`config.mk`:
```
export PLATFORM = sky130hd
export DESIGN_NAME = base64_stream_codec_unit
export DESIGN_NICKNAME = d
export VERILOG_FILES = /design/src/rtl/b64sc_pkg.sv /design/src/rtl/base64_stream_codec_unit.sv
export VERILOG_INCLUDE_DIRS = /design/src /design/src/rtl
export SDC_FILE = /design/constraint.sdc
export NUM_CORES = 1
export LEC_CHECK = 0
export BUFFER_PORTS_ARGS = -buffer_cell sky130_fd_sc_hd__buf_2
export CAP_MARGIN = 0
export CORE_MARGIN = 3
export CORE_UTILIZATION = 65
export DETAILED_ROUTE_END_ITERATION = 7
export PLACE_DENSITY = 0.84
export SLEW_MARGIN = 30
export SYNTH_ARGS = -nofsm -noshare
export SYNTH_HDL_FRONTEND = slang
export SYNTH_SLANG_ARGS = --single-unit
```
`constraint.sdc`:
```
create_clock -name clk -period 14.1 [get_ports clk]
set_input_delay 0.705 -clock clk [delete_from_list [all_inputs] [get_ports clk]]
set_output_delay 0.705 -clock clk [all_outputs]
set_load 0.02 [all_outputs]
```
`src/rtl/assert_macros.svh`:
```
// ----------------------------------------------------------------------------
// Assertion macros
// Shared concurrent assertion shorthands for the RTL modules.
// ----------------------------------------------------------------------------
`ifndef ASSERT_MACROS_SVH
`define ASSERT_MACROS_SVH

// Property must hold at every rising edge outside of reset.
`define ASSERT_ALWAYS(label, clk, rst_n, prop, msg) \
	label: assert property (@(posedge clk) disable iff (!rst_n) (prop)) else $error(msg);

// Implication check outside of reset.
`define ASSERT_IMPLIES(label, clk, rst_n, ante, cons, msg) \
	label: assert property (@(posedge clk) disable iff (!rst_n) (ante) |-> (cons)) \
		else $error(msg);

// Consequent must hold in the cycle after the antecedent.
`define ASSERT_NEXT(label, clk, rst_n, ante, cons, msg) \
	label: assert property (@(posedge clk) disable iff (!rst_n) (ante) |=> (cons)) \
		else $error(msg);

`endif

```
`src/rtl/b64sc_pkg.sv`:
```
// ----------------------------------------------------------------------------
// Base64 stream codec package
// Widths, the pad character and the alphabet mapping functions.
// ----------------------------------------------------------------------------
package b64sc_pkg;

	localparam int unsigned BYTE_W    = 8;
	localparam int unsigned SEXTET_W  = 6;
	localparam int unsigned GROUP_D   = 3;
	localparam int unsigned RES_MAX   = 4;
	localparam int unsigned USER_W    = 2;

	localparam logic [BYTE_W-1:0] PAD_CHAR = 8'h3D;

	typedef logic [BYTE_W-1:0]   byte_t;
	typedef logic [SEXTET_W-1:0] sextet_t;

	// Alphabet character for a 6-bit value.
	function automatic byte_t char_of(input sextet_t s);
		byte_t w;
		byte_t r;
		begin
			w = {2'b00, s};
			if (s < 6'd26) begin
				r = w + 8'd65;
			end else if (s < 6'd52) begin
				r = w + 8'd71;
			end else if (s < 6'd62) begin
				r = w - 8'd4;
			end else if (s == 6'd62) begin
				r = 8'h2B;
			end else begin
				r = 8'h2F;
			end
			return r;
		end
	endfunction

	// 6-bit value of a character; bit 6 is set for anything outside the alphabet.
	function automatic logic [SEXTET_W:0] sextet_of(input byte_t c);
		byte_t d;
		logic [SEXTET_W:0] r;
		begin
			d = 8'd0;
			if (c >= 8'h41 && c <= 8'h5A) begin
				d = c - 8'd65;
			end else if (c >= 8'h61 && c <= 8'h7A) begin
				d = c - 8'd71;
			end else if (c >= 8'h30 && c <= 8'h39) begin
				d = c + 8'd4;
			end else if (c == 8'h2B) begin
				d = 8'd62;
			end else if (c == 8'h2F) begin
				d = 8'd63;
			end else begin
				d = 8'd64;
			end
			r = d[SEXTET_W:0];
			return r;
		end
	endfunction

endpackage

```
`src/rtl/base64_stream_codec_unit.sv`:
```
// ----------------------------------------------------------------------------
// Base64 stream codec
// Encodes bytes to base64 text or decodes text to bytes, one byte a transfer.
// ----------------------------------------------------------------------------
// Usage: bytes enter on the s_axis channel, s_axis_tlast closing a message.
// Results leave on m_axis one per transfer; m_axis_tlast marks the last result
// of one input transfer and m_axis_tuser carries byte_valid and message_end.
// cfg_we with cfg_wdata selects encode (0) or decode (1) and restarts the
// group; write it only while the block is idle.
// Each accepted transfer is worked out in one pass and its up to four results
// are loaded into a result register; the first result is offered in the cycle
// after acceptance. The result register drains one result a cycle while
// m_axis_tready is high, and a new transfer is taken in the cycle its last
// result leaves, or at once when it is empty. A transfer that yields no
// result loads nothing. Sustained throughput is set by that drain.
// When m_axis_tready is low the result register holds and s_axis_tready drops
// until the pending results are taken.
// Reset clears the mode to encode, empties the group and the result register.
// ----------------------------------------------------------------------------
`include "assert_macros.svh"

module base64_stream_codec_unit (
	input  logic                      clk,
	input  logic                      arst_n,
	input  logic                      cfg_we,
	input  logic                      cfg_wdata,       // decode_mode
	input  logic                      s_axis_tvalid,
	output logic                      s_axis_tready,
	input  logic [b64sc_pkg::BYTE_W-1:0] s_axis_tdata, // [7:0] data_byte
	input  logic                      s_axis_tlast,    // message_last
	output logic                      m_axis_tvalid,
	input  logic                      m_axis_tready,
	output logic [b64sc_pkg::BYTE_W-1:0] m_axis_tdata, // [7:0] out_byte
	output logic [b64sc_pkg::USER_W-1:0] m_axis_tuser, // [0] byte_valid, [1] message_end
	output logic                      m_axis_tlast     // run_last
);
	import b64sc_pkg::*;

	// Group state
	logic        decode_mode_q;
	byte_t       st_q [GROUP_D];
	logic [1:0]  grp_cnt_q;
	logic        stopped_q;

	// Result register
	byte_t       res_byte_s1 [RES_MAX];
	logic [1:0]  res_cnt_s1;
	logic        res_end_s1;
	logic        res_mark_s1;
	logic        res_vld_s1;
	logic [1:0]  idx_q;

	// Next-state and result logic
	logic        acc;
	logic        out_xfer;
	logic        out_tail;
	logic [1:0]  cnt_nx;
	logic        stop_nx;
	logic        st_wr;
	byte_t       st_val;
	byte_t       st_n [GROUP_D];
	byte_t       res_nx [RES_MAX];
	logic [2:0]  n_nx;
	logic        mark_nx;
	logic [SEXTET_W:0] sx_in;
	byte_t       e_b0, e_b1, e_b2;
	logic [2:0]  nchar;
	sextet_t     e_sx [RES_MAX];
	logic        do_enc;

	assign out_tail      = (idx_q == res_cnt_s1);
	assign out_xfer      = res_vld_s1 && m_axis_tready;
	assign s_axis_tready = !res_vld_s1 || (m_axis_tready && out_tail);
	assign acc           = s_axis_tvalid && s_axis_tready;

	assign m_axis_tvalid = res_vld_s1;
	assign m_axis_tdata  = res_byte_s1[idx_q];
	assign m_axis_tlast  = out_tail;
	assign m_axis_tuser  = {res_end_s1 && out_tail, !res_mark_s1};

	always_comb begin
		sx_in   = sextet_of(s_axis_tdata);
		cnt_nx  = grp_cnt_q;
		stop_nx = stopped_q;
		st_wr   = 1'b0;
		st_val  = s_axis_tdata;
		n_nx    = 3'd0;
		mark_nx = 1'b0;
		e_b0    = 8'd0;
		e_b1    = 8'd0;
		e_b2    = 8'd0;
		nchar   = 3'd4;
		do_enc  = 1'b0;
		for (int k = 0; k < RES_MAX; k++) begin
			res_nx[k] = 8'd0;
		end

		// First decide whether this transfer lands in the group store.
		if (!decode_mode_q) begin
			if (grp_cnt_q != 2'd2) begin
				st_wr  = 1'b1;
				cnt_nx = grp_cnt_q + 2'd1;
			end else begin
				cnt_nx = 2'd0;
			end
		end else if (!stopped_q) begin
			if (sx_in[SEXTET_W]) begin
				stop_nx = 1'b1;
			end else if (grp_cnt_q == 2'd3) begin
				cnt_nx = 2'd0;
			end else begin
				st_wr  = 1'b1;
				st_val = {2'b00, sx_in[SEXTET_W-1:0]};
				cnt_nx = grp_cnt_q + 2'd1;
			end
		end

		for (int i = 0; i < GROUP_D; i++) begin
			st_n[i] = (st_wr && grp_cnt_q == 2'(i)) ? st_val : st_q[i];
		end

		if (!decode_mode_q) begin
			if (grp_cnt_q == 2'd2) begin
				e_b0   = st_q[0];
				e_b1   = st_q[1];
				e_b2   = s_axis_tdata;
				do_enc = 1'b1;
			end else if (s_axis_tlast) begin
				// Partial group at message end: cnt+1 characters, then padding.
				e_b0   = st_n[0];
				e_b1   = (cnt_nx == 2'd2) ? st_n[1] : 8'd0;
				nchar  = {1'b0, cnt_nx} + 3'd1;
				do_enc = 1'b1;
			end
		end else if (!stopped_q && !sx_in[SEXTET_W] && grp_cnt_q == 2'd3) begin
			res_nx[0] = {st_q[0][5:0], st_q[1][5:4]};
			res_nx[1] = {st_q[1][3:0], st_q[2][5:2]};
			res_nx[2] = {st_q[2][1:0], sx_in[SEXTET_W-1:0]};
			n_nx      = 3'd3;
		end else if (s_axis_tlast && cnt_nx >= 2'd2) begin
			res_nx[0] = {st_n[0][5:0], st_n[1][5:4]};
			res_nx[1] = {st_n[1][3:0], (cnt_nx == 2'd3) ? st_n[2][5:2] : 4'd0};
			n_nx      = {1'b0, cnt_nx} - 3'd1;
		end

		e_sx[0] = e_b0[7:2];
		e_sx[1] = {e_b0[1:0], e_b1[7:4]};
		e_sx[2] = {e_b1[3:0], e_b2[7:6]};
		e_sx[3] = e_b2[5:0];
		if (do_enc) begin
			for (int k = 0; k < RES_MAX; k++) begin
				res_nx[k] = (3'(k) < nchar) ? char_of(e_sx[k]) : PAD_CHAR;
			end
			n_nx = 3'd4;
		end

		// An end transfer with nothing to say still closes the message.
		if (s_axis_tlast && n_nx == 3'd0) begin
			n_nx    = 3'd1;
			mark_nx = 1'b1;
		end
	end

	always_ff @(posedge clk or negedge arst_n) begin
		if (!arst_n) begin
			decode_mode_q <= 1'b0;
			grp_cnt_q     <= 2'd0;
			stopped_q     <= 1'b0;
		end else if (cfg_we) begin
			decode_mode_q <= cfg_wdata;
			grp_cnt_q     <= 2'd0;
			stopped_q     <= 1'b0;
		end else if (acc) begin
			grp_cnt_q <= s_axis_tlast ? 2'd0 : cnt_nx;
			stopped_q <= s_axis_tlast ? 1'b0 : stop_nx;
		end
	end

	always_ff @(posedge clk) begin
		if (acc && !cfg_we) begin
			for (int i = 0; i < GROUP_D; i++) begin
				st_q[i] <= st_n[i];
			end
		end
	end

	always_ff @(posedge clk or negedge arst_n) begin
		if (!arst_n) begin
			res_vld_s1 <= 1'b0;
			idx_q      <= 2'd0;
		end else if (acc && n_nx != 3'd0) begin
			res_vld_s1 <= 1'b1;
			idx_q      <= 2'd0;
		end else if (out_xfer) begin
			if (out_tail) begin
				res_vld_s1 <= 1'b0;
			end else begin
				idx_q <= idx_q + 2'd1;
			end
		end
	end

	always_ff @(posedge clk) begin
		if (acc && n_nx != 3'd0) begin
			for (int k = 0; k < RES_MAX; k++) begin
				res_byte_s1[k] <= res_nx[k];
			end
			res_cnt_s1  <= 2'(n_nx - 3'd1);
			res_end_s1  <= s_axis_tlast;
			res_mark_s1 <= mark_nx;
		end
	end

	`ASSERT_IMPLIES(a_enc_cnt, clk, arst_n, !decode_mode_q, grp_cnt_q != 2'd3, "encode group overfull")
	`ASSERT_IMPLIES(a_stop_mode, clk, arst_n, stopped_q, decode_mode_q, "stop flag set in encode mode")
	`ASSERT_IMPLIES(a_idx_range, clk, arst_n, res_vld_s1, idx_q <= res_cnt_s1, "result index past count")
	`ASSERT_NEXT(a_msg_clear, clk, arst_n, acc && s_axis_tlast && !cfg_we, grp_cnt_q == 2'd0 && !stopped_q, "group not cleared at message end")

endmodule

```
==> results.cfg, run 1 <==
[status]
status = complete, no violations

[synth]
netlist_area_um2 = 5590
synthesis.nets = 670
synthTopCellsByArea = edfxtp_1, ha_1, nand2_1, nor2_1, o21ai_0
synth_top_cell_by_area = edfxtp_1
yosysSeqAreaShare_pct = 34.3
synth_ff_type = edfxtp_1
postSynthCellCount = 623
yosysUniqueCellTypes = 84
syn_area_per_cell_um2 = 8.97
synth_top_area_share_pct = 31.2
synth-edff-count = 58
async_flop_share_pct = 10.8
synth_warnings = 0
ys_ff_latch = 65

[floorplan]
ioPinCount = 28
initial_core_util_pct = 67.3
die_y_um = 98.7
die_w_um = 98.7
core_um2 = 8300
fp.dieArea_um2 = 9740
rows = 33

[sta]
period_share_pct = 42.1
relSlewSlack_pct = 35.8
setup_viol_count_final = 0
min_period_ns = 5.94
setup-tns-final_ns = 0
hold_viol_final = 0
rsz0062_at_grt = false
max_freq_mhz = 168
fin_skew_ns = 0.0139
drv_slew = 0
worst_pin_slew_ns = 0.960

[run]
maxCapViolCount = 0

[routing]
wl_per_cell_um = 22.2
vias = 5437
postRouteAntennaNets = 0
firstDrtPassIters = 7
drtIter0Drc = 808
routed_wl_mm = 16.7
drcViolationCount = 0
detail_route.vias_per_cell = 7.23

[final_layout]
nets = 689
drive_above_1_share_pct = 13.9
diodes = 0
area_growth_syn_to_layout_pct = 7.64
stdcell_count = 752
n_fill_cell = 640

[setup_path]
arrival_ns = 6.03
critical_path_class = input port to flop
worstSetupStartpointType = input port
cp-end-kind = flop
cp_max_fo = 14
crit_required_ns = 14.19

[grt]
antenna_found_initial = 0
first_global_vias = 5102
grt_pass1_wl_mm = 27.0
grt_util_all_layers_pct = 35.3
grt_max_degree = 23
gr-total-overflow = 0

[clock_tree]
cts_tree = done
htreeDepth = 3
ctsResizeCount = 0
path_clk_slew_ns = 0.09
hold_buffers = 0
clock-sinks = 65
clockBufferDepth = 2
cts_root_buffer = clkbuf_8
postCtsSetupBuffers = 0
cts_buffers = 9
clock_latency_ns = 0.36

[pwr]
peakVddDrop_mv = 0.0743
leakage_nw = 2.36
power_w = 0.000691
powerDensity_nw_per_um2 = 115

[placement]
dp_cells = 736
gp_congestion = 0.960
hpwl_mm = 12.3
portBuffers = 27

[worst_hold_path]
worst_hold_path_type = input port to async pin
==> synthesized netlist by cell type, types with 12 or more instances <==
cell and n:
nand2_1 87, edfxtp_1 58, nor2_1 56, o21ai_0 38, a21oi_1 37, inv_1 37
ha_1 32, a22oi_1 13, a31oi_1 12, clkbuf_1 12
==> state kept, by name (all words and copies together), names as in the netlist <==
register,count
decode_mode_q,1
grp_cnt_q,2
idx_q,2
m_axis_tvalid,1
res_byte_s1,32
res_cnt_s1,2
res_end_s1,1
res_mark_s1,1
st_q,22
stopped_q,1
==> cell type report <==
cell class / instances / area (um^2) / share of cell area, %
clock buffer: 9 / 124 / 2.06
clock inverter: 7 / 75.1 / 1.25
inverter: 40 / 151 / 2.52
multi-input combinational: 495 / 3440 / 57.2
sequential: 65 / 1920 / 31.9
tap: 105 / 131 / 2.19
timing repair buffer: 31 / 173 / 2.87
==> worst max-delay path, cell delays in order <==
cell	delay, ns
buf_2	0.30
inv_1	0.22
ha_1	0.25
nand4bb_1	0.15
nand3b_1	0.19
a41o_1	0.33
a221oi_4	0.50
mux2i_1	0.17
a21oi_2	0.29
ha_1	0.24
nand3b_1	0.08
a21oi_1	0.63
a22o_1	0.43
clkinv_2	0.16
ha_1	0.25
a211oi_2	0.44
o31a_1	0.27
a21oi_1	0.09
a221o_1	0.32
==> layer usage <==
layer / part of all wire, % / up-vias / GRT usage [%]
met2: 45 / 400 / 55.8
met4: 3.8 / 0 / 11.1
met1: 39 / 2547 / 47.9
li1: - / 2421 / -
met3: 12 / 69 / 9.20
met5: 0 / - / 0
==> worst paths after layout <==
check | end | cells after the start | slack [ns] | from
worst max-delay path | res_byte_s1[2][0] | 19 | 8.16 | s_axis_tdata[3]
max in group asynchronous | grp_cnt_q[0] | 1 | 13.75 | arst_n
worst min register to register | m_axis_tvalid | 2 | 0.58 | m_axis_tvalid
worst min-delay path | decode_mode_q | 1 | 0.17 | arst_n
min in group clk | decode_mode_q | 3 | 0.56 | cfg_wdata
worst max register to register | res_byte_s1[1][7] | 17 | 8.92 | decode_mode_q
==> layout by cell type, fill, tap and decap left out, types with 5 or more instances in the layout <==
| cell type | n |
|---|---|
| nor3_1 | 10 |
| mux2_2 | 8 |
| xnor2_1 | 10 |
| edfxtp_1 | 58 |
| a221o_1 | 9 |
| a22o_1 | 5 |
| a21oi_1 | 37 |
| a22oi_1 | 13 |
| a211oi_1 | 5 |
| mux2i_1 | 6 |
| o211ai_1 | 8 |
| and2_1 | 8 |
| nor2_1 | 56 |
| o21ai_1 | 6 |
| nor2b_1 | 5 |
| and3_1 | 7 |
| nand2_1 | 87 |
| ha_1 | 32 |
| a221oi_1 | 6 |
| o21ai_0 | 38 |
| a31oi_1 | 11 |
| buf_2 | 27 |
| nand3_1 | 10 |
| nor4_1 | 6 |
| a21o_1 | 9 |
| inv_1 | 37 |
| clkbuf_8 | 9 |
| mux4_2 | 8 |
| dfrtp_1 | 7 |
==> where the power goes <==
| part | switching, W | total [W] | internal [W] |
|---|---|---|---|
| clock | 0.0000848 | 0.000168 | 0.0000833 |
| sequential | 0.0000267 | 0.000273 | 0.000246 |
| combinational | 0.000157 | 0.000250 | 0.0000922 |
| total | 0.000269 | 0.000691 | 0.000422 |
==> cells by family (layout without fill, tap and decap cells) <==
group / count (synthesis) / count (layout) / synth area share (%)
AND/OR/NAND/NOR: 214 / 214 / 18.3
AO/OA/AOI/OAI: 213 / 213 / 27.5
flip-flops: 65 / 65 / 34.3
buffers and inverters: 63 / 87 / 4.50
adder cells (fa/ha/maj): 32 / 32 / 7.17
multiplexers: 23 / 23 / 6.18
XOR/XNOR: 13 / 13 / 2.04
==> per-stage QoR <==
stage | worst slack, ns | hold WS [ns] | cell area [um^2] | util [%]
finish | 8.16 | 0.172 | 6010 | 72.4
global route | 7.65 | 0.162 | 6010 | 72.4
CTS | 8.38 | 0.173 | 6000 | 72.4
detailed placement | 8.03 | 0.552 | 5810 | 70.0
global placement | 8.18 | 0.509 | 5790 | 69.8
floorplan | 7.92 | 0.409 | 5590 | -
(Power assumes the default switching activity.)
==> run 2: changes to the inputs <==
--- a/config.mk
+++ b/config.mk
@@ -6,12 +6,13 @@
 export SDC_FILE = /design/constraint.sdc
 export NUM_CORES = 1
 export LEC_CHECK = 0
+export ABC_AREA = 1
 export BUFFER_PORTS_ARGS = -buffer_cell sky130_fd_sc_hd__buf_2
 export CAP_MARGIN = 0
 export CORE_MARGIN = 3
-export CORE_UTILIZATION = 65
+export CORE_UTILIZATION = 63
 export DETAILED_ROUTE_END_ITERATION = 7
-export PLACE_DENSITY = 0.84
+export PLACE_DENSITY = 0.81
 export SLEW_MARGIN = 30
 export SYNTH_ARGS = -nofsm -noshare
 export SYNTH_HDL_FRONTEND = slang
==> constraint.sdc (replaced) <==
create_clock -name clk -period 6.2 [get_ports clk]
set_input_delay 0.31 -clock clk [delete_from_list [all_inputs] [get_ports clk]]
set_output_delay 0.31 -clock clk [all_outputs]
set_load 0.02 [all_outputs]
==> run 2 against run 1 <==
Compared with the run above: clock power rose by 150%; critical path depth fell by 6; via count rose by 6.5%; first-iteration DRC count fell by 5.9%; area after synthesis rose by 5.4%; count of clock-buffer cells in the layout did not move; global-route usage fell by 1.2 points; combinational power rose to 2.6 times the previous value; critical path type is now flop to flop; largest cell class unchanged.
==> results.cfg, run 2 <==
[final_layout]
final_cell_mix = nand2_1, inv_1, nor2_1
layout_commonest_cell = nand2_1
n_fill_cell = 757
largest_register_ffs = 32
regMostFlops = res_byte_s1
multi_input_area_um2 = 3410
stdcell_count = 956
area_growth_syn_to_layout_pct = 7.25
area.sequential_um2 = 1920
drive_above_1_share_pct = 14.7
diodes = 0
largestRegisters = res_byte_s1 (32), st_q (22)
nets = 890

[placement]
gp_congestion = 1.00
portBuffers = 27
dp_cells = 939
hpwl_mm = 13.3

[clock_tree]
postCtsSetupBuffers = 0
clock-sinks = 65
cts_tree = done
cts_buffers = 9
clock_latency_ns = 0.35
ctsResizeCount = 0
htreeDepth = 3
clockBufferDepth = 2
hold_buffers = 1
path_clk_slew_ns = 0.08
cts_root_buffer = clkbuf_8

[sta]
relSlewSlack_pct = 48.3
max_freq_mhz = 220
hold-worst-slack_ns = 0.194
setup_viol_count_final = 0
drv_slew = 0
period_share_pct = 73.4
min_period_ns = 4.55
rsz0062_at_grt = false
setup-tns-final_ns = 0
worst_pin_slew_ns = 0.772
hold_viol_final = 0
fin_skew_ns = 0.0137

[setup_path]
critical_path_class = flop to flop
cpMostUsedCell = inv_1
arrival_ns = 4.63
cpLargestDelayFamily = buffers and inverters
worstSetupStartpointType = flop
cp-end-kind = flop
cpMaxStageDelayCell = nor2_1
path_buf_inv = 6
cp_max_fo = 16
cp_cell_sequence = inv_1 > ha_1 > inv_1 > nor2_1 > inv_1 > nor2_1 > inv_1 > ha_1 > inv_1 > o21ai_0 > a21oi_1 > inv_1 > o311ai_0
ff2ff_setup_slack_ns = 1.65
crit_required_ns = 6.28
critical-path-max-stage-delay_ns = 0.69

[floorplan]
rows = 34
initial_core_util_pct = 66.2
ioPinCount = 28
core_um2 = 8890
die_w_um = 103
die_y_um = 103
fp.dieArea_um2 = 10500

[pwr]
p_sw_share_pct = 41.5
powerDensity_nw_per_um2 = 270
leakage_nw = 3.03
internal_power_w = 0.000997
clock_power_share_pct = 24.4
peakVddDrop_mv = 0.181
seq_power_share_pct = 36.9
combPwrFrac_pct = 38.7
switchingPower_w = 0.000707

[worst_hold_path]
worst_hold_path_type = input port to flop

[synth]
syn_area_per_cell_um2 = 7.19
ys_ff_latch = 65
synth.top_cells.by_count = nand2_1, inv_1, nor2_1
yosysSeqAreaShare_pct = 32.6
synth_top_cell_by_area = edfxtp_1
postSynthCellCount = 819
netlist_area_um2 = 5890
synth-edff-count = 58
yosysUniqueCellTypes = 49
synth_warnings = 0
async_flop_share_pct = 10.8
synthesis.nets = 866
synth_top_area_share_pct = 29.6
synth.most_common_cell = nand2_1
synthTopCellsByArea = edfxtp_1, nand2_1, ha_1, inv_1, nand3_1
synth_ff_type = edfxtp_1

[routing]
drcViolationCount = 0
drtIter0Drc = 760
wl_per_cell_um = 18.1
firstDrtPassIters = 6
vias = 5789
postRouteAntennaNets = 0
detail_route.vias_per_cell = 6.06
routed_wl_mm = 17.3

[grt]
grt_max_degree = 23
antenna_found_initial = 0
grt_pass1_wl_mm = 27.6
gr-total-overflow = 0
first_global_vias = 5296
grt_util_all_layers_pct = 34.0

[status]
status = complete, no violations

[run]
maxCapViolCount = 0
[run 2: cell count changes in the layout (fill, tap and decap cells not counted), sizes merged, moves of 10 or more]
| cell | delta |
|---|---|
| a21o | -10 |
| a21oi | -11 |
| a31oi | -10 |
| inv | +77 |
| nand2 | +143 |
| nand3 | +64 |
| nor2 | +37 |
| o21ai | +26 |
| xor2 | +10 |
[run 2: logic make-up after synthesis]
group / count (synthesis) / synth area share [%]
simple gates: 423 / 34.0
compound gates: 144 / 14.7
buf+inv: 139 / 9.54
flops: 65 / 32.6
fa+ha+maj: 32 / 6.80
xor+xnor: 16 / 2.38
[run 2: final timing paths]
path,start,endpoint,cells after the start
setup / recovery,grp_cnt_q[0],res_byte_s1[3][3],13
max in group asynchronous,arst_n,grp_cnt_q[0],2
hold / removal,cfg_wdata,decode_mode_q,3
setup reg to reg,grp_cnt_q[0],res_byte_s1[3][3],13
min in group asynchronous,arst_n,idx_q[0],2
hold reg to reg,stopped_q,stopped_q,2
[run 2: power by group through the flow]
stage	Sequential, W	Clock [W]	Combinational [W]
final	0.000628	0.000416	0.000660
after global routing	0.000635	0.000435	0.000725
after CTS	0.000626	0.000420	0.000648
after detailed placement	0.000635	0	0.000643
after global placement	0.000631	0	0.000629
after floorplan	0.000603	0	0.000487
[run 2: area by class of cell]
cell class,count,area share (%)
Clock buffer,9,1.96
Clock inverter,7,1.59
Inverter,120,7.19
Multi-Input combinational cell,615,54.0
Sequential cell,65,30.4
Tap cell,108,2.14
Timing Repair Buffer,32,2.77
[run 2: through the flow]
| stage | total power (W) | setup slack, ns | utilization, % | cell area (um^2) |
|---|---|---|---|---|
| finish | 0.00170 | 1.65 | 71.0 | 6310 |
| global route | 0.00179 | 1.27 | 71.0 | 6310 |
| CTS | 0.00169 | 1.79 | 71.0 | 6310 |
| detailed placement | 0.00128 | 1.49 | 68.4 | 6080 |
| global placement | 0.00126 | 1.69 | 68.4 | 6080 |
| floorplan | 0.00109 | 2.04 | - | 5890 |
[run 2: routing by layer]
metal | part of all wire [%] | GRT usage [%]
met1 | 42 | 47.8
met2 | 46 | 54.6
met3 | 9.9 | 6.83
met4 | 1.4 | 7.57
met5 | 0 | 0
[run 2: worst min-delay path: stages]
cell and delay, ns:
buf_2 0.07, nand2_1 0.04, o21ai_0 0.07
